[src/ptps_pkg.sv]
package ptps_pkg;

  localparam int unsigned GAIN_W     = 10;
  localparam int unsigned THR_W      = 30;
  localparam int unsigned LIM_W      = 30;
  localparam int unsigned CYC_W      = 8;
  localparam int unsigned CFG_IDX_W  = 3;
  localparam int unsigned CFG_DATA_W = 30;

  localparam int unsigned SEC_W   = 32;
  localparam int unsigned NS_W    = 30;
  localparam int unsigned LOST_W  = 16;
  localparam int unsigned WHOLE_W = 6;
  localparam int unsigned FRAC_W  = 32;

  localparam int unsigned ERR_W   = NS_W + 1;
  localparam int unsigned PROD_W  = ERR_W + GAIN_W + 1;
  localparam int unsigned ACC_W   = PROD_W + 1;
  localparam int unsigned INTEG_W = 32;
  localparam int unsigned NSC_W   = 32;
  localparam int unsigned LNS_W   = LOST_W + CYC_W;

  localparam logic [NS_W-1:0]    NS_PER_SEC  = 30'd1000000000;
  localparam logic [WHOLE_W-1:0] PERIOD_FAST = 6'h20;
  localparam logic [WHOLE_W-1:0] PERIOD_SLOW = 6'h1F;

  localparam logic [GAIN_W-1:0] GAIN_P_RST = 10'd86;
  localparam logic [GAIN_W-1:0] GAIN_I_RST = 10'd2;
  localparam logic [THR_W-1:0]  THR_RST    = 30'd1000000;
  localparam logic [LIM_W-1:0]  LIM_RST    = 30'd500000000;
  localparam logic [CYC_W-1:0]  CYC_RST    = 8'd20;

  typedef enum logic [CFG_IDX_W-1:0] {
    CFG_GAIN_P    = 3'd0,
    CFG_GAIN_I    = 3'd1,
    CFG_THRESHOLD = 3'd2,
    CFG_LIMIT     = 3'd3,
    CFG_CYCLE     = 3'd4
  } cfg_idx_e;

  typedef struct packed {
    logic [GAIN_W-1:0] gain_p;
    logic [GAIN_W-1:0] gain_i;
    logic [THR_W-1:0]  thr;
    logic [LIM_W-1:0]  lim;
    logic [CYC_W-1:0]  cyc;
  } cfg_t;

  typedef struct packed {
    logic              do_step;
    logic [FRAC_W-1:0] fraction;
  } pi_res_t;

endpackage

[src/ptp_clock_servo_pi.sv]
// Channel  Direction  Handshake                 Payload
// in       input      in_valid_i / in_stall_o   offset, now, lost_cycles
// out      output     out_valid_o / out_stall_i do_step, new time, period
// cfg      input      cfg_we_i                  cfg_idx_i, cfg_wdata_i
//
// One word per cycle sustained while the output is not stalled.
// Input register, single-pass PI/step logic, result register; the integral
// updates as a word leaves the input register, so back-to-back words chain.
// Reset clears valids, the integral and loads default gains, threshold, limit and cycle.
// A stalled output holds; the input register still fills behind it.
module ptp_clock_servo_pi import ptps_pkg::*; (
  input  logic                        clk_i,
  input  logic                        rst_ni,
  input  logic                        cfg_we_i,
  input  logic [CFG_IDX_W-1:0]        cfg_idx_i,
  input  logic [CFG_DATA_W-1:0]       cfg_wdata_i,
  input  logic                        in_valid_i,
  output logic                        in_stall_o,
  input  logic signed [SEC_W-1:0]     offset_seconds_i,
  input  logic        [NS_W-1:0]      offset_nanos_i,
  input  logic        [SEC_W-1:0]     now_seconds_i,
  input  logic        [NS_W-1:0]      now_nanos_i,
  input  logic        [LOST_W-1:0]    lost_cycles_i,
  output logic                        out_valid_o,
  input  logic                        out_stall_i,
  output logic                        do_step_o,
  output logic        [SEC_W-1:0]     new_seconds_o,
  output logic        [NS_W-1:0]      new_nanos_o,
  output logic        [WHOLE_W-1:0]   period_whole_ns_o,
  output logic        [FRAC_W-1:0]    period_fraction_o
);

  cfg_t cfg_q;

  logic                     s1_valid_q;
  logic signed [SEC_W-1:0]  off_s_q;
  logic        [NS_W-1:0]   off_ns_q;
  logic        [SEC_W-1:0]  now_s_q;
  logic        [NS_W-1:0]   now_ns_q;
  logic        [LOST_W-1:0] lost_q;

  logic                     out_valid_q;
  logic                     do_step_q;
  logic        [SEC_W-1:0]  new_s_q;
  logic        [NS_W-1:0]   new_ns_q;
  logic        [WHOLE_W-1:0] whole_q;
  logic        [FRAC_W-1:0] frac_q;

  logic                     out_free;
  logic                     adv;
  logic                     in_accept;
  logic        [SEC_W-1:0]  step_s;
  logic        [NS_W-1:0]   step_ns;
  pi_res_t                  pi_res;

  assign out_free   = !out_valid_q || !out_stall_i;
  assign adv        = s1_valid_q && out_free;
  assign in_stall_o = s1_valid_q && !out_free;
  assign in_accept  = in_valid_i && !in_stall_o;

  always_ff @(posedge clk_i or negedge rst_ni) begin
    if (!rst_ni) begin
      cfg_q.gain_p <= GAIN_P_RST;
      cfg_q.gain_i <= GAIN_I_RST;
      cfg_q.thr    <= THR_RST;
      cfg_q.lim    <= LIM_RST;
      cfg_q.cyc    <= CYC_RST;
    end else if (cfg_we_i) begin
      unique case (cfg_idx_e'(cfg_idx_i))
        CFG_GAIN_P:    cfg_q.gain_p <= cfg_wdata_i[GAIN_W-1:0];
        CFG_GAIN_I:    cfg_q.gain_i <= cfg_wdata_i[GAIN_W-1:0];
        CFG_THRESHOLD: cfg_q.thr    <= cfg_wdata_i[THR_W-1:0];
        CFG_LIMIT:     cfg_q.lim    <= cfg_wdata_i[LIM_W-1:0];
        CFG_CYCLE:     cfg_q.cyc    <= cfg_wdata_i[CYC_W-1:0];
        default:       ;
      endcase
    end
  end

  always_ff @(posedge clk_i or negedge rst_ni) begin
    if (!rst_ni) begin
      s1_valid_q <= 1'b0;
    end else if (in_accept) begin
      s1_valid_q <= 1'b1;
    end else if (adv) begin
      s1_valid_q <= 1'b0;
    end
  end

  always_ff @(posedge clk_i) begin
    if (in_accept) begin
      off_s_q  <= offset_seconds_i;
      off_ns_q <= offset_nanos_i;
      now_s_q  <= now_seconds_i;
      now_ns_q <= now_nanos_i;
      lost_q   <= lost_cycles_i;
    end
  end

  ptps_step u_step (
    .offset_seconds_i (off_s_q),
    .offset_nanos_i   (off_ns_q),
    .now_seconds_i    (now_s_q),
    .now_nanos_i      (now_ns_q),
    .lost_cycles_i    (lost_q),
    .cycle_period_i   (cfg_q.cyc),
    .new_seconds_o    (step_s),
    .new_nanos_o      (step_ns)
  );

  ptps_pi u_pi (
    .clk_i            (clk_i),
    .rst_ni           (rst_ni),
    .cfg_i            (cfg_q),
    .adv_i            (adv),
    .offset_seconds_i (off_s_q),
    .offset_nanos_i   (off_ns_q),
    .res_o            (pi_res)
  );

  always_ff @(posedge clk_i or negedge rst_ni) begin
    if (!rst_ni) begin
      out_valid_q <= 1'b0;
    end else if (out_free) begin
      out_valid_q <= adv;
    end
  end

  always_ff @(posedge clk_i) begin
    if (adv) begin
      do_step_q <= pi_res.do_step;
      if (pi_res.do_step) begin
        new_s_q  <= step_s;
        new_ns_q <= step_ns;
        whole_q  <= '0;
        frac_q   <= '0;
      end else begin
        new_s_q  <= '0;
        new_ns_q <= '0;
        whole_q  <= pi_res.fraction[FRAC_W-1] ? PERIOD_SLOW : PERIOD_FAST;
        frac_q   <= pi_res.fraction;
      end
    end
  end

  assign out_valid_o       = out_valid_q;
  assign do_step_o         = do_step_q;
  assign new_seconds_o     = new_s_q;
  assign new_nanos_o       = new_ns_q;
  assign period_whole_ns_o = whole_q;
  assign period_fraction_o = frac_q;

  a_step_no_period: assert property (@(posedge clk_i) disable iff (!rst_ni)
    out_valid_o && do_step_o |-> period_whole_ns_o == '0 && period_fraction_o == '0)
    else $error("step word carries a period");

  a_tune_period: assert property (@(posedge clk_i) disable iff (!rst_ni)
    out_valid_o && !do_step_o |->
      new_seconds_o == '0 && new_nanos_o == '0 &&
      period_whole_ns_o == (period_fraction_o[FRAC_W-1] ? PERIOD_SLOW : PERIOD_FAST))
    else $error("tune word inconsistent");

  a_free_no_stall: assert property (@(posedge clk_i) disable iff (!rst_ni)
    !out_valid_o |-> !in_stall_o)
    else $error("input stalled with empty output");

endmodule

[src/ptps_step.sv]
module ptps_step import ptps_pkg::*; (
  input  logic signed [SEC_W-1:0]  offset_seconds_i,
  input  logic        [NS_W-1:0]   offset_nanos_i,
  input  logic        [SEC_W-1:0]  now_seconds_i,
  input  logic        [NS_W-1:0]   now_nanos_i,
  input  logic        [LOST_W-1:0] lost_cycles_i,
  input  logic        [CYC_W-1:0]  cycle_period_i,
  output logic        [SEC_W-1:0]  new_seconds_o,
  output logic        [NS_W-1:0]   new_nanos_o
);

  logic        [SEC_W-1:0] sec_diff;
  logic signed [NSC_W-1:0] ns_diff;
  logic signed [NSC_W-1:0] ns_borrow;
  logic signed [NSC_W-1:0] ns_lost;
  logic signed [NSC_W-1:0] ns_fix;
  logic        [LNS_W-1:0] lost_ns;
  logic                    borrow;
  logic                    carry;

  assign sec_diff = now_seconds_i - SEC_W'(offset_seconds_i);
  assign ns_diff  = $signed({2'b00, now_nanos_i}) - $signed({2'b00, offset_nanos_i});
  assign borrow   = ns_diff[NSC_W-1];
  assign ns_borrow = borrow ? (ns_diff + $signed({2'b00, NS_PER_SEC})) : ns_diff;
  assign lost_ns  = LNS_W'(lost_cycles_i) * LNS_W'(cycle_period_i);
  assign ns_lost  = ns_borrow + $signed(NSC_W'(lost_ns));
  assign carry    = ns_lost >= $signed({2'b00, NS_PER_SEC});
  assign ns_fix   = carry ? (ns_lost - $signed({2'b00, NS_PER_SEC})) : ns_lost;

  assign new_nanos_o   = ns_fix[NS_W-1:0];
  assign new_seconds_o = sec_diff - SEC_W'(borrow) + SEC_W'(carry);

endmodule

[src/ptps_pi.sv]
module ptps_pi import ptps_pkg::*; (
  input  logic                    clk_i,
  input  logic                    rst_ni,
  input  cfg_t                    cfg_i,
  input  logic                    adv_i,
  input  logic signed [SEC_W-1:0] offset_seconds_i,
  input  logic        [NS_W-1:0]  offset_nanos_i,
  output pi_res_t                 res_o
);

  logic signed [INTEG_W-1:0] integ_q;
  logic signed [INTEG_W-1:0] integ_d;

  logic                    sec_zero;
  logic                    sec_neg1;
  logic signed [ERR_W-1:0] err_pos;
  logic signed [ERR_W-1:0] err_neg;
  logic signed [ERR_W-1:0] mag;
  logic signed [ERR_W-1:0] err;
  logic                    do_step;

  logic signed [PROD_W-1:0] p_term;
  logic signed [PROD_W-1:0] i_term;
  logic signed [ACC_W-1:0]  acc_raw;
  logic signed [ACC_W-1:0]  lim_s;
  logic signed [ACC_W-1:0]  acc_sat;
  logic signed [ACC_W-1:0]  total;
  logic [ACC_W-FRAC_W:0]    total_hi;
  logic                     total_ovf;

  assign sec_zero = offset_seconds_i == '0;
  assign sec_neg1 = offset_seconds_i == '1;
  assign err_pos  = $signed({1'b0, NS_PER_SEC}) - $signed({1'b0, offset_nanos_i});
  assign err_neg  = -$signed({1'b0, offset_nanos_i});
  assign mag      = sec_neg1 ? err_pos : $signed({1'b0, offset_nanos_i});
  assign err      = sec_neg1 ? err_pos : err_neg;
  assign do_step  = !(sec_zero || sec_neg1) || (mag > $signed({1'b0, cfg_i.thr}));

  assign p_term  = err * $signed({1'b0, cfg_i.gain_p});
  assign i_term  = err * $signed({1'b0, cfg_i.gain_i});
  assign acc_raw = integ_q + i_term;
  assign lim_s   = $signed(ACC_W'(cfg_i.lim));

  always_comb begin
    priority if (acc_raw > lim_s) begin
      acc_sat = lim_s;
    end else if (acc_raw < -lim_s) begin
      acc_sat = -lim_s;
    end else begin
      acc_sat = acc_raw;
    end
  end

  assign total     = p_term + acc_sat;
  assign total_hi  = total[ACC_W-1:FRAC_W-1];
  assign total_ovf = !((&total_hi) || !(|total_hi));

  always_comb begin
    res_o.do_step = do_step;
    if (total_ovf) begin
      res_o.fraction = total[ACC_W-1] ? {1'b1, {(FRAC_W-1){1'b0}}}
                                      : {1'b0, {(FRAC_W-1){1'b1}}};
    end else begin
      res_o.fraction = total[FRAC_W-1:0];
    end
  end

  // clear on step, otherwise take the clamped sum
  assign integ_d = do_step ? '0 : acc_sat[INTEG_W-1:0];

  always_ff @(posedge clk_i or negedge rst_ni) begin
    if (!rst_ni) begin
      integ_q <= '0;
    end else if (adv_i) begin
      integ_q <= integ_d;
    end
  end

  a_step_clears: assert property (@(posedge clk_i) disable iff (!rst_ni)
    adv_i && do_step |=> integ_q == '0)
    else $error("integral not cleared after step");

endmodule
[config.mk]
export PLATFORM = sky130hd
export DESIGN_NAME = ptp_clock_servo_pi
export DESIGN_NICKNAME = d
export VERILOG_FILES = /design/src/ptps_pkg.sv /design/src/ptp_clock_servo_pi.sv /design/src/ptps_step.sv /design/src/ptps_pi.sv
export SDC_FILE = /design/constraint.sdc
export NUM_CORES = 2
export LEC_CHECK = 0
export BUFFER_PORTS_ARGS = -buffer_cell sky130_fd_sc_hd__buf_2
export CAP_MARGIN = 20
export CORE_UTILIZATION = 60
export DETAILED_ROUTE_END_ITERATION = 8
export PLACE_DENSITY = 0.87
export SETUP_SLACK_MARGIN = 0.02
export SLEW_MARGIN = 5
export SYNTH_ARGS = -nofsm -noshare
export SYNTH_HDL_FRONTEND = slang
export SYNTH_SLANG_ARGS = --single-unit
[constraint.sdc]
create_clock -name clk_i -period 18.2 [get_ports clk_i]
set_input_delay 1.82 -clock clk_i [delete_from_list [all_inputs] [get_ports clk_i]]
set_output_delay 1.82 -clock clk_i [all_outputs]
set_load 0.03 [all_outputs]
==> impl_summary.md <==
Yosys
The synthesized netlist cell count is 5561. When the netlist entered floorplanning its net count stood at 6912. The flip-flop cell with the highest count after synthesis is edfxtp_1. Synthesis instantiated 96 different standard cells from the library. The number of register bits inferred by synthesis is 358. During synthesis, Yosys emitted a total of 0 warnings.

The cell area that synthesis handed to floorplanning was 51320 um^2. The async set-reset flop share out of synthesis is 34.08%. The top cell type by area accounts for 27.27% of the synthesized area. The average instance area after synthesis is 9.228 um^2. Summed over all instances, the cell type with the most area after synthesis is fa_1. Counting flops with a built-in enable in the synthesized netlist gives 236. The fraction of the yosys area taken by sequential cells is 19.83%. Sorting the synthesized cells by area gives the leading types as fa_1 (27%), edfxtp_1 (14%), ha_1 (12%).

Worst setup path
Data on the critical path arrives at its endpoint at 17.71 ns. The worst setup path is captured at a register. The required time of the worst setup path is 18.54 ns. The maximum fanout along the worst path is 44. The most frequent cell on the critical path is fa_1. Among all stages on the critical path, the largest delay is contributed by fa_1. The kind of start point of the critical path is a register.

The worst setup path is of the register to register kind. The largest single stage delay on the critical path is 0.58 ns.

STA
The worst path in the final design needs a cycle of 17.37 ns, including I/O delays and setup. For the pin with the worst max-slew slack, the measured transition is 1.206 ns. The final hold violation count is 0. The period utilization is 95.42%. Static timing analysis puts the maximum clock frequency at 57.58 MHz. Between clock sinks in the finished design, the worst skew comes to 0.05606 ns. Setup violations remaining at the end of the flow were counted as 0. The final-report max-slew violation count is 0. Headroom to the max-slew limit came out at 19.58%.

Die
The full die area is 86700 um^2. Measured along the x axis, the die boundary spans 294.4 um. The number of cell rows is 106. Once the floorplan was initialized, standard cells occupied 61.03% of the core. The die is 294.4 um tall. The placeable core region is 84090 um^2. 281 I/O pins were placed.

Detailed routing
For this run, design rule violations remaining after detail routing come to 0. After detailed routing, the number of vias per cell comes to 5.959. The average detailed-routed wire length per instance is 21.10 um. The count of nets left with antenna violations after detail routing is 0. The via total after detailed routing is 41140. Summed over all layers, the routed wires come to 145700 um. The pre-antenna-repair detailed-routing pass consisted of 6 iterations. The number of design-rule violations left by the first detailed-router iteration is 3126.

Run status
The flow ran to the end, and the final reports show no timing, DRC or antenna violations.

Clocking
The total clock sinks is 358. Counting the buffers created by CTS gives 44. TritonCTS built the clock tree.

The clock tree root buffer cell is clkbuf_16. After clock tree synthesis, the clock-pin slew on the worst setup and hold paths is 0.06 ns. The clock passes through at most 3 buffers. The number of levels in the clock H-tree is 2. The clock insertion delay at the later pin of the skew report is 0.66 ns.

Placement
The post-detailed-placement half-perimeter wirelength is 115200 um. The number of buffer cells added on primary ports is 280. The congestion estimate from routability-driven global placement came to 0.9667. The placed instances occupy a cell area of 53800 um^2.

Global routing
The number of global-route vias before repair is 43000. The largest net degree at the start of global routing is 77. The global-route congestion overflow total is 0. The total routing resource utilization after global routing is 34.38%. The most used routing layer is met2. The first global-routing pass estimated 229800 um of wire. For met1 alone, demand over resource in global routing was 40.20%. The number of antenna violations at the first check in global routing is 17. In the global route stage, met2 resource usage came out at 56.97%. In the global route stage, met3 resource usage came out at 7.775%.

Final layout
The final layout contains 7082 nets. The final instance area is 55680 um^2. The area growth from synthesis to layout is 8.505%. Of the cells placed in the final design, the portion with a size suffix greater than 1 is 10.11%. Fill cells in the final layout number 6304.

Hold path
In this run the worst hold path is classified as register to register.

Flow run
The total of max-cap violations is 0.
[per-stage QoR]
step | utilization, % | setup TNS [ns] | setup WS (ns) | cells | hold WS, ns
after floorplan | - | 0 | 1.927 | 5561 | 0.4574
after global placement | 63.97 | 0 | 0.8348 | 6809 | 0.4683
after detailed placement | 63.98 | 0 | 0.2515 | 6810 | 0.4849
after CTS | 65.87 | 0 | 0.1868 | 6889 | 0.4643
after global routing | 66.20 | -1.844 | -0.09341 | 6899 | 0.4949
final | 66.22 | 0 | 0.8331 | 6905 | 0.4592
[path summary, 6_finish.rpt]
check                                   endpoint  cells after the start   startpoint  slack (ns)
min in group asynchronous        u_pi.integ_q[5]                      1       rst_ni        1.18
hold / removal                       out_valid_o                      1   s1_valid_q        0.46
hold reg to reg                      out_valid_o                      1   s1_valid_q        0.46
setup / recovery           period_fraction_o[19]                     65  off_ns_q[8]        0.83
max in group asynchronous              cfg_q[78]                      2       rst_ni       15.63
setup reg to reg           period_fraction_o[19]                     65  off_ns_q[8]        0.83
[cells by family after synthesis]
logic type	Yosys count	synth area share [%]
DFF	358	19.83
xor gates and xnor gates	278	4.759
adders and majority gates	1174	38.85
and+or+nand+nor	1527	14.46
muxes	69	1.497
buffers and inverters	1247	9.209
AOI/OAI and AO/OA	908	11.40
[what timing repair did]
action | CTS | global route
buffers inserted | 0 | 5
hold buffers | 0 | 0
resized for setup | 0 | 37
setup endpoints to repair | 0 | 33
[cell usage in the layout (no fill, tap or decap), types with 27 or more instances in the layout]
| cell type | synthesis | final |
|---|---|---|
| o21a_1 | 53 | 52 |
| o21ai_0 | 181 | 181 |
| o31ai_1 | 31 | 29 |
| ha_1 | 474 | 474 |
| nand2b_1 | 30 | 30 |
| nand2_1 | 664 | 664 |
| and2_1 | 329 | 328 |
| buf_2 | 0 | 279 |
| buf_4 | 5 | 66 |
| fa_1 | 699 | 699 |
| o22ai_1 | 36 | 36 |
| nand3_1 | 59 | 59 |
| nor3_1 | 74 | 69 |
| clkbuf_16 | 0 | 44 |
| inv_1 | 1013 | 1012 |
| xnor2_1 | 200 | 192 |
| a21o_1 | 95 | 95 |
| dfrtp_1 | 95 | 95 |
| dfstp_2 | 27 | 27 |
| xor2_1 | 77 | 77 |
| nor2_1 | 161 | 159 |
| or3_1 | 29 | 29 |
| nor2b_1 | 28 | 28 |
| mux2_2 | 61 | 61 |
| nand4_1 | 51 | 51 |
| a21oi_1 | 248 | 247 |
| o21bai_1 | 44 | 44 |
| edfxtp_1 | 236 | 236 |
[worst max-delay path, delay by kind of cell (launching register included)]
| kind | cells | cell delay (ns) |
|---|---|---|
| xor+xnor | 3 | 0.54 |
| mux | 1 | 0.21 |
| buf+inv | 8 | 1.19 |
| fa+ha+maj | 12 | 5.51 |
| compound gates | 28 | 6.56 |
| simple gates | 13 | 2.53 |
| flops | 1 | 0.50 |
[Yosys cell counts, types with 9 or more instances]
library cell	count
a21oi_1	248
a211oi_1	28
and3_1	21
fa_1	699
edfxtp_1	236
ha_1	474
nand3_1	59
mux2_2	61
o21ai_0	181
nor2_1	161
or3_1	29
and4_1	9
o22ai_1	36
o21a_1	53
xor2_1	77
nor2b_1	28
a31oi_1	24
o31ai_1	31
xnor2_1	200
nand4_1	51
dfstp_2	27
o21bai_1	44
dfrtp_1	95
nand2b_1	30
inv_1	1013
nor3_1	74
clkbuf_1	210
a22oi_1	12
buf_1	11
o31a_1	9
o21ai_1	20
or2_2	17
nor4_1	24
o211ai_1	21
a21o_1	95
nand2_1	664
and2_1	329
[flip-flops by register name, indices dropped and copies added (netlist names)]
name	flops
lost_q	16
cfg_q	88
out_valid_o	1
s1_valid_q	1
now_ns_q	30
do_step_o	1
now_s_q	32
new_nanos_o	30
off_s_q	32
new_seconds_o	32
off_ns_q	30
period_fraction_o	31
period_whole_ns_o	2
u_pi.integ_q	32
[final cells by class]
class                           count  area, um^2  area share [%]
Multi-Input combinational cell   3956       36650           65.81
Sequential cell                   358       10170           18.27
Inverter                         1018        3826           6.872
Timing Repair Buffer              353        2007           3.604
Tap cell                         1134        1419           2.548
Clock buffer                       53        1155           2.074
Clock inverter                     26       436.7          0.7843
Antenna cell                        7       17.52         0.03146
[metal layers]
metal	vias to the layer above	wire (um)
met5	-	83
met3	557	14250
met4	14	10800
met2	2129	69330
met1	20090	51260
li1	18360	-
Power is not shown: default switching activity piles up to over one toggle a cycle in this logic, so the estimate is an artifact.
